===== config.mk =====
export PLATFORM = sky130hd
export DESIGN_NAME = line_follow_navigator_core
export DESIGN_NICKNAME = d
export VERILOG_FILES = /design/src/rtl/lfn_pkg.sv /design/src/rtl/lfn_cfg.sv /design/src/rtl/lfn_seq.sv /design/src/rtl/line_follow_navigator_core.sv
export SDC_FILE = /design/constraint.sdc
export NUM_CORES = 1
export LEC_CHECK = 0
export BUFFER_PORTS_ARGS = -buffer_cell sky130_fd_sc_hd__buf_2
export CELL_PAD_IN_SITES_DETAIL_PLACEMENT = 2
export CELL_PAD_IN_SITES_GLOBAL_PLACEMENT = 2
export CORE_MARGIN = 2
export CORE_UTILIZATION = 33
export DETAILED_ROUTE_END_ITERATION = 10
export GPL_ROUTABILITY_DRIVEN = 0
export PLACE_DENSITY_LB_ADDON = 0.1
export SLEW_MARGIN = 20
export SYNTH_ARGS = -nofsm -noshare
export SYNTH_HDL_FRONTEND = slang
export SYNTH_SLANG_ARGS = --single-unit
export TNS_END_PERCENT = 20

===== constraint.sdc =====
create_clock -name i_clk -period 2.92 [get_ports i_clk]
set_input_delay 0.146 -clock i_clk [delete_from_list [all_inputs] [get_ports i_clk]]
set_output_delay 0.146 -clock i_clk [all_outputs]
set_load 0.02 [all_outputs]

===== src/rtl/lfn_pkg.sv =====
// Types and constants shared by the line follow navigator modules.
package lfn_pkg;

    localparam int LEVEL_W    = 8;
    localparam int NODE_W     = 4;
    localparam int OVER_W     = 10;
    localparam int IN_DATA_W  = 40;
    localparam int IN_USER_W  = 2;
    localparam int OUT_DATA_W = 8;
    localparam int CFG_IDX_W  = 2;
    localparam int CFG_DATA_W = 10;

    typedef enum logic [1:0] {
        CMD_TICK   = 2'd0,
        CMD_FOLLOW = 2'd1,
        CMD_LEFT   = 2'd2,
        CMD_RIGHT  = 2'd3
    } t_cmd;

    typedef enum logic [2:0] {
        MOT_STOP  = 3'd0,
        MOT_FWD   = 3'd1,
        MOT_SOFTL = 3'd2,
        MOT_SOFTR = 3'd3,
        MOT_SPINL = 3'd4,
        MOT_SPINR = 3'd5
    } t_motor;

    localparam logic [CFG_IDX_W-1:0] CFG_LINE_THR  = 2'd0;
    localparam logic [CFG_IDX_W-1:0] CFG_OBST_LIM  = 2'd1;
    localparam logic [CFG_IDX_W-1:0] CFG_OVERSHOOT = 2'd2;

    localparam logic [LEVEL_W-1:0] LINE_THR_RST  = 8'd200;
    localparam logic [LEVEL_W-1:0] OBST_LIM_RST  = 8'd90;
    localparam logic [OVER_W-1:0]  OVERSHOOT_RST = 10'd330;

    typedef struct packed {
        t_cmd                cmd;
        logic [LEVEL_W-1:0]  left_level;
        logic [LEVEL_W-1:0]  mid_level;
        logic [LEVEL_W-1:0]  right_level;
        logic [LEVEL_W-1:0]  distance;
        logic [NODE_W-1:0]   node_target;
    } t_item;

    typedef struct packed {
        t_motor motor;
        logic   busy_res;
        logic   done_res;
        logic   obstacle;
    } t_res;

    typedef struct packed {
        logic [LEVEL_W-1:0] line_threshold;
        logic [LEVEL_W-1:0] obstacle_limit;
        logic [OVER_W-1:0]  overshoot_ticks;
    } t_cfg;

endpackage


===== src/rtl/lfn_cfg.sv =====
// Configuration register file: line threshold, obstacle limit, overshoot ticks.
module lfn_cfg (
    input  logic                           i_clk,
    input  logic                           i_rst_n,
    input  logic                           i_valid,
    output logic                           o_ready,
    input  logic [lfn_pkg::CFG_IDX_W-1:0]  i_index,
    input  logic [lfn_pkg::CFG_DATA_W-1:0] i_data,
    output lfn_pkg::t_cfg                  o_cfg
);
    import lfn_pkg::*;

    t_cfg r_cfg;

    assign o_ready = 1'b1;
    assign o_cfg   = r_cfg;

    always_ff @(posedge i_clk) begin
        if (!i_rst_n) begin
            r_cfg.line_threshold  <= LINE_THR_RST;
            r_cfg.obstacle_limit  <= OBST_LIM_RST;
            r_cfg.overshoot_ticks <= OVERSHOOT_RST;
        end else if (i_valid) begin
            case (i_index)
                CFG_LINE_THR:  r_cfg.line_threshold  <= i_data[LEVEL_W-1:0];
                CFG_OBST_LIM:  r_cfg.obstacle_limit  <= i_data[LEVEL_W-1:0];
                CFG_OVERSHOOT: r_cfg.overshoot_ticks <= i_data[OVER_W-1:0];
                default: ;
            endcase
        end
    end

endmodule


===== src/rtl/lfn_seq.sv =====
// Motion sequencer: mode state, node counting, obstacle hold and result register.
module lfn_seq (
    input  logic           i_clk,
    input  logic           i_rst_n,
    input  logic           i_valid,
    output logic           o_ready,
    input  lfn_pkg::t_item i_item,
    input  lfn_pkg::t_cfg  i_cfg,
    output logic           o_valid,
    input  logic           i_ready,
    output lfn_pkg::t_res  o_res
);
    import lfn_pkg::*;

    typedef enum logic [2:0] {
        MODE_IDLE   = 3'd0,
        MODE_FOLLOW = 3'd1,
        MODE_LEAVE  = 3'd2,
        MODE_OVER   = 3'd3,
        MODE_LA     = 3'd4,
        MODE_LB     = 3'd5,
        MODE_RA     = 3'd6,
        MODE_RB     = 3'd7
    } t_mode;

    t_mode              r_mode, n_mode;
    logic               r_hold, n_hold;
    logic               r_on_node, n_on_node;
    logic [NODE_W-1:0]  r_nodes, n_nodes;
    logic [NODE_W-1:0]  r_target, n_target;
    logic [OVER_W-1:0]  r_over, n_over;
    logic               r_valid;
    t_res               r_res, n_res;

    logic               w_adv;
    logic               w_l, w_m, w_r;
    logic               w_side;
    logic [NODE_W-1:0]  w_nodes_inc;

    assign o_ready = !r_valid || i_ready;
    assign w_adv   = i_valid && o_ready;
    assign o_valid = r_valid;
    assign o_res   = r_res;

    assign w_l = i_item.left_level  >= i_cfg.line_threshold;
    assign w_m = i_item.mid_level   >= i_cfg.line_threshold;
    assign w_r = i_item.right_level >= i_cfg.line_threshold;

    always_comb begin
        n_mode    = r_mode;
        n_hold    = r_hold;
        n_on_node = r_on_node;
        n_nodes   = r_nodes;
        n_target  = r_target;
        n_over    = r_over;
        n_res     = '0;
        n_res.motor = MOT_STOP;
        w_side      = 1'b0;
        w_nodes_inc = r_nodes + 1'b1;

        // a command restarts the motion and uses its own samples as the first tick
        case (i_item.cmd)
            CMD_FOLLOW: begin
                n_hold    = 1'b0;
                n_mode    = MODE_FOLLOW;
                n_on_node = 1'b0;
                n_nodes   = '0;
                n_target  = (i_item.node_target == '0) ? NODE_W'(1) : i_item.node_target;
            end
            CMD_LEFT: begin
                n_hold = 1'b0;
                n_mode = MODE_LA;
            end
            CMD_RIGHT: begin
                n_hold = 1'b0;
                n_mode = MODE_RA;
            end
            default: ;
        endcase
        w_nodes_inc = n_nodes + 1'b1;

        case (n_mode)
            MODE_FOLLOW: begin
                if (i_item.distance != '0 && i_item.distance < i_cfg.obstacle_limit) begin
                    n_hold = 1'b1;
                end else if (n_hold) begin
                    if (i_item.distance == '0) n_hold = 1'b0;
                end else if (w_l && w_m && w_r) begin
                    // count only the entry onto a node
                    if (!n_on_node) begin
                        n_on_node = 1'b1;
                        n_nodes   = w_nodes_inc;
                        if (w_nodes_inc == n_target) begin
                            n_mode      = MODE_LEAVE;
                            n_res.motor = MOT_FWD;
                        end
                    end
                end else begin
                    n_on_node = 1'b0;
                    if (!w_l && w_m && !w_r)  n_res.motor = MOT_FWD;
                    else if (w_l && !w_r)     n_res.motor = MOT_SOFTL;
                    else if (!w_l && w_r)     n_res.motor = MOT_SOFTR;
                end
            end
            MODE_LEAVE: begin
                if (w_l && w_m && w_r) begin
                    n_res.motor = MOT_FWD;
                end else if (i_cfg.overshoot_ticks == '0) begin
                    n_mode         = MODE_IDLE;
                    n_over         = '0;
                    n_res.done_res = 1'b1;
                end else begin
                    n_mode      = MODE_OVER;
                    n_over      = i_cfg.overshoot_ticks - 1'b1;
                    n_res.motor = MOT_FWD;
                end
            end
            MODE_OVER: begin
                if (r_over == '0) begin
                    n_mode         = MODE_IDLE;
                    n_res.done_res = 1'b1;
                end else begin
                    n_over      = r_over - 1'b1;
                    n_res.motor = MOT_FWD;
                end
            end
            MODE_LA, MODE_RA: begin
                w_side      = (n_mode == MODE_LA) ? w_l : w_r;
                n_res.motor = (n_mode == MODE_LA) ? MOT_SPINL : MOT_SPINR;
                // middle and spin-side sensors both light: second phase, still spinning this tick
                if (!(w_m || w_side)) n_mode = (n_mode == MODE_LA) ? MODE_LB : MODE_RB;
            end
            MODE_LB, MODE_RB: begin
                if (!w_m) begin
                    n_res.motor = (n_mode == MODE_LB) ? MOT_SPINL : MOT_SPINR;
                end else begin
                    n_mode         = MODE_IDLE;
                    n_res.done_res = 1'b1;
                end
            end
            default: ;
        endcase

        n_res.busy_res = (n_mode != MODE_IDLE);
        n_res.obstacle = n_hold;
    end

    always_ff @(posedge i_clk) begin
        if (!i_rst_n) begin
            r_mode    <= MODE_IDLE;
            r_hold    <= 1'b0;
            r_on_node <= 1'b0;
            r_nodes   <= '0;
            r_target  <= NODE_W'(1);
            r_over    <= '0;
            r_valid   <= 1'b0;
        end else begin
            if (o_ready) r_valid <= i_valid;
            if (w_adv) begin
                r_mode    <= n_mode;
                r_hold    <= n_hold;
                r_on_node <= n_on_node;
                r_nodes   <= n_nodes;
                r_target  <= n_target;
                r_over    <= n_over;
            end
        end
    end

    always_ff @(posedge i_clk) begin
        if (w_adv) r_res <= n_res;
    end

endmodule


===== src/rtl/line_follow_navigator_core.sv =====
// Top level of the line follow navigator: input register, config, sequencer.
// A result passes the input register and then the result register before it is valid.
// Throughput: one item per cycle unless stalled; each tick's state update is combinational.
// s_axis_tready drops only when both the input and the result register are full and stalled.
// Reset (i_rst_n low, synchronous): idle mode, obstacle hold clear, target one, config defaults.
module line_follow_navigator_core (
    input  logic                           i_clk,
    input  logic                           i_rst_n,
    input  logic                           s_axis_tvalid,
    output logic                           s_axis_tready,
    // [7:0] left_level, [15:8] mid_level, [23:16] right_level, [31:24] distance,
    // [35:32] node_target, [39:36] zero
    input  logic [lfn_pkg::IN_DATA_W-1:0]  s_axis_tdata,
    // [1:0] cmd
    input  logic [lfn_pkg::IN_USER_W-1:0]  s_axis_tuser,
    output logic                           m_axis_tvalid,
    input  logic                           m_axis_tready,
    // [2:0] motor, [3] busy_res, [4] done_res, [5] obstacle, [7:6] zero
    output logic [lfn_pkg::OUT_DATA_W-1:0] m_axis_tdata,
    input  logic                           i_cfg_valid,
    output logic                           o_cfg_ready,
    input  logic [lfn_pkg::CFG_IDX_W-1:0]  i_cfg_index,
    input  logic [lfn_pkg::CFG_DATA_W-1:0] i_cfg_data
);
    import lfn_pkg::*;

    logic  r_in_valid;
    t_item r_in;
    t_item w_item;
    t_cfg  w_cfg;
    t_res  w_res;
    logic  w_seq_ready;

    assign w_item.cmd         = t_cmd'(s_axis_tuser);
    assign w_item.left_level  = s_axis_tdata[7:0];
    assign w_item.mid_level   = s_axis_tdata[15:8];
    assign w_item.right_level = s_axis_tdata[23:16];
    assign w_item.distance    = s_axis_tdata[31:24];
    assign w_item.node_target = s_axis_tdata[35:32];

    assign s_axis_tready = !r_in_valid || w_seq_ready;

    always_ff @(posedge i_clk) begin
        if (!i_rst_n) begin
            r_in_valid <= 1'b0;
        end else if (s_axis_tready) begin
            r_in_valid <= s_axis_tvalid;
        end
    end

    always_ff @(posedge i_clk) begin
        if (s_axis_tvalid && s_axis_tready) r_in <= w_item;
    end

    lfn_cfg u_cfg (
        .i_clk   (i_clk),
        .i_rst_n (i_rst_n),
        .i_valid (i_cfg_valid),
        .o_ready (o_cfg_ready),
        .i_index (i_cfg_index),
        .i_data  (i_cfg_data),
        .o_cfg   (w_cfg)
    );

    lfn_seq u_seq (
        .i_clk   (i_clk),
        .i_rst_n (i_rst_n),
        .i_valid (r_in_valid),
        .o_ready (w_seq_ready),
        .i_item  (r_in),
        .i_cfg   (w_cfg),
        .o_valid (m_axis_tvalid),
        .i_ready (m_axis_tready),
        .o_res   (w_res)
    );

    assign m_axis_tdata = {2'b00, w_res.obstacle, w_res.done_res, w_res.busy_res, w_res.motor};

endmodule


==> flow_summary.yaml <==
sta:
  max-slew-margin-rel_pct: 34.9
  fin_crit_sh_pct: 94.1
  grt_setup_unrepaired: "true"
  min_period_ns: 2.75
  fin_worst_skew_ns: 0.00867
  final_max_slew_viol_count: 0
  tns_ns: 0
  final-hold-violation-count: 0
  report.final.setup_viol: 0
  achievable-frequency_mhz: 364
  worst_slack_ns: 0.172
  tightest_slew_ns: 0.976
synth:
  synth_top_family_by_area: "simple AND/OR/NAND/NOR gates"
  synth_area_per_cell_um2: 9.64
  synth_flop_cell: "sky130_fd_sc_hd__dfxtp_1"
  synth.lib_cells_used.distinct: 61
  synth_xor_xnor_area_share_pct: 2.64
  synthAdderAreaFrac_pct: 8.53
  synth_top_area_cell: "sky130_fd_sc_hd__edfxtp_1"
  yosys.area.top_type_share_pct: 26.5
  yosys_warnings: 0
  synth_async_sr_flop_share_pct: 0
  yosysSeqAreaShare_pct: 47.0
  ys_top_cells_by_area: "sky130_fd_sc_hd__edfxtp_1, sky130_fd_sc_hd__dfxtp_1, sky130_fd_sc_hd__ha_1, sky130_fd_sc_hd__nand2_1, sky130_fd_sc_hd__a21oi_1"
  yosys.area_share.simple_pct: 20.5
  synth_compound_area_share_pct: 15.2
  post_synth_inst_count: 517
  synthMuxAreaShare_pct: 2.21
  syn-cell-area_um2: 4980
  synth_edf_count: 44
  ys_ff_latch: 95
layout:
  top_library_cells_by_usage_in_the_layout_fill_and_taps_aside: "sky130_fd_sc_hd__nand2_1, sky130_fd_sc_hd__buf_2, sky130_fd_sc_hd__dfxtp_1, sky130_fd_sc_hd__edfxtp_1, sky130_fd_sc_hd__dlygate4sd3_1"
  nFillCells: 1593
  drive_gt1_share_pct: 17.9
  multiInputGateArea_um2: 2470
  layout.cell_area.non_filler_um2: 6310
  finalNetCount: 725
  regArea_um2: 2340
  antenna_cells: 0
  fin_util_pct: 43.1
  final_common_cell: "sky130_fd_sc_hd__nand2_1"
  area_growth_syn_to_layout_pct: 26.6
floorplanning:
  num_io_pins: 70
  die_y_um: 127
  initial_core_util_pct: 34.0
  floorplan.die_area_um2: 16100
  coreArea_um2: 14600
  floorplan.die.width_um: 127
  rows: 44
power_and_ir_drop:
  powerDensity_nw_per_um2: 493
  total_leakage_power_nw: 2.60
  vdd.ir_drop.worst_mv: 0.366
  power.total_mw: 3.11
setup_path:
  critical_path_peak_fanout: 4
  crit_path_start: "u_cfg.o_cfg[0]"
  crit_type: "flip-flop to flip-flop"
  critical_path.startpoint_type: "flip-flop"
  critical_path_endpoint_category: "flip-flop"
  cp.required_ns: 3.03
  rr_startpoint: "u_cfg.o_cfg[0]"
  critPathArrivalTime_ns: 2.86
placement:
  worst_slack_after_detailed_placement_ns: 0.176
  port_buffers: 62
  postPlaceCellArea_um2: 5610
  dp_hpwl_mm: 10.4
drt:
  wl_per_cell_um: 17.7
  detail-route-antenna-nets: 0
  drc_errors: 0
  vias_cell: 5.17
  detail_route.iter0.violations: 218
  finalWirelength_mm: 14.6
  drtPass1Iterations: 4
  via_count: 4246
hold_path:
  min_path_type: "input port to flip-flop"
  holdCritStartpoint: "s_axis_tvalid"
cts:
  number_of_buffers_on_the_longest_clock_path: 2
  ctsHtreeMaxLevel: 3
  tritoncts_clock_tree: "yes"
  cts.sinks: 95
  clock-root-buffer: "sky130_fd_sc_hd__clkbuf_16"
  worst_setup_hold_path_clk_slew_ns: 0.07
  insertion_delay_ns: 0.36
  number_of_setup_buffers_added_after_cts: 0
  cts_inserted_buffers: 9
global_routing:
  grt_first_pass_wirelength_mm: 24.2
  first_global_vias: 4617
  grt_overall_usage_pct: 19.3
  grt_start_max_net_pins: 41
  number_of_antenna_violations_at_the_first_check_in_global_routing: 0
  grt_remaining_overflow: 0
status:
  result_of_the_run: "finished, final reports clean"
run:
  max_cap_violations: 0
[Yosys cell counts, types with 3 or more instances]
cell / instances
sky130_fd_sc_hd__a21oi_1: 28
sky130_fd_sc_hd__xnor2_1: 11
sky130_fd_sc_hd__o221ai_1: 3
sky130_fd_sc_hd__nand3_1: 20
sky130_fd_sc_hd__o211a_1: 3
sky130_fd_sc_hd__o21ai_0: 23
sky130_fd_sc_hd__o21a_1: 3
sky130_fd_sc_hd__nand2_1: 70
sky130_fd_sc_hd__and2_1: 8
sky130_fd_sc_hd__edfxtp_1: 44
sky130_fd_sc_hd__ha_1: 34
sky130_fd_sc_hd__nand4_1: 5
sky130_fd_sc_hd__or4_1: 3
sky130_fd_sc_hd__buf_4: 4
sky130_fd_sc_hd__nor2b_1: 18
sky130_fd_sc_hd__nor2_1: 36
sky130_fd_sc_hd__inv_1: 23
sky130_fd_sc_hd__or3_1: 5
sky130_fd_sc_hd__o211ai_1: 9
sky130_fd_sc_hd__dfxtp_1: 51
sky130_fd_sc_hd__nand2b_1: 8
sky130_fd_sc_hd__mux2i_1: 11
sky130_fd_sc_hd__a211oi_1: 4
sky130_fd_sc_hd__xor2_1: 4
sky130_fd_sc_hd__nor4_1: 6
sky130_fd_sc_hd__a21boi_0: 11
sky130_fd_sc_hd__nand3b_1: 3
sky130_fd_sc_hd__nor3_1: 12
sky130_fd_sc_hd__clkbuf_1: 13
[cells by family after synthesis]
group | after synthesis
xor gates and xnor gates | 15
DFF | 95
other | 2
adders and majority gates | 34
buffers and inverters | 45
AOI/OAI and AO/OA | 110
muxes | 11
and+or+nand+nor | 205
[stage by stage]
step | instances | hold slack, ns
2_1_floorplan | 518 | 0.245
3_3_place_gp | 766 | 0.323
3_5_place_dp | 766 | 0.325
4_1_cts | 821 | 0.0386
5_1_grt | 821 | 0.0482
6_report | 821 | 0.0427
[state kept, by name, summed over array words and instances (netlist names)]
register	flops
r_in	38
r_in_valid	1
u_cfg.o_cfg	26
u_seq.o_res	6
u_seq.o_valid	1
u_seq.r_hold	1
u_seq.r_mode	3
u_seq.r_nodes	4
u_seq.r_on_node	1
u_seq.r_over	10
u_seq.r_target	4
[where the power goes]
group / total, mW / leakage [nW] / internal, mW / switching [mW]
combinational: 0.392 / 1.61 / 0.177 / 0.215
sequential: 1.49 / 0.842 / 1.45 / 0.0335
clock: 1.24 / 0.154 / 0.653 / 0.582
[metal layers]
metal / wire (um) / vias to the layer above / track usage (%)
li1: - / 2089 / -
met1: 6560 / 2084 / 24.0
met2: 7470 / 65 / 34.5
met3: 421 / 8 / 4.47
met4: 113 / 0 / 3.30
met5: 0 / - / 0
[final timing paths]
kind / end / slack [ns] / cells past startpoint
setup / recovery: u_seq.o_res[2] / 0.17 / 8
hold reg to reg: u_seq.r_hold / 0.47 / 2
setup reg to reg: u_seq.o_res[2] / 0.17 / 8
hold / removal: r_in_valid / 0.04 / 3
[what timing repair did]
action / CTS / global route
endpoints found under the setup margin: 0 / 4
endpoints found under the hold margin: 39 / 0
resized for setup: 0 / 2
hold buffers: 39 / 0
[cell type report]
type / instances / area share [%]
tap: 184 / 3.65
clock buffer: 10 / 3.96
timing repair buffer: 124 / 13.8
multi-input combinational: 378 / 39.1
inverter: 24 / 1.43
clock inverter: 6 / 0.892
sequential: 95 / 37.1
[critical path, cell delays in order, from the launching register on]
cell and delay (ns):
sky130_fd_sc_hd__dfxtp_1 0.34, sky130_fd_sc_hd__inv_1 0.11, sky130_fd_sc_hd__ha_1 0.25, sky130_fd_sc_hd__or4b_4 0.52, sky130_fd_sc_hd__or3_1 0.40, sky130_fd_sc_hd__a221o_1 0.34, sky130_fd_sc_hd__a31oi_2 0.21, sky130_fd_sc_hd__and4b_1 0.28
sky130_fd_sc_hd__nor2_1 0.06
(Power assumes the default switching activity.)
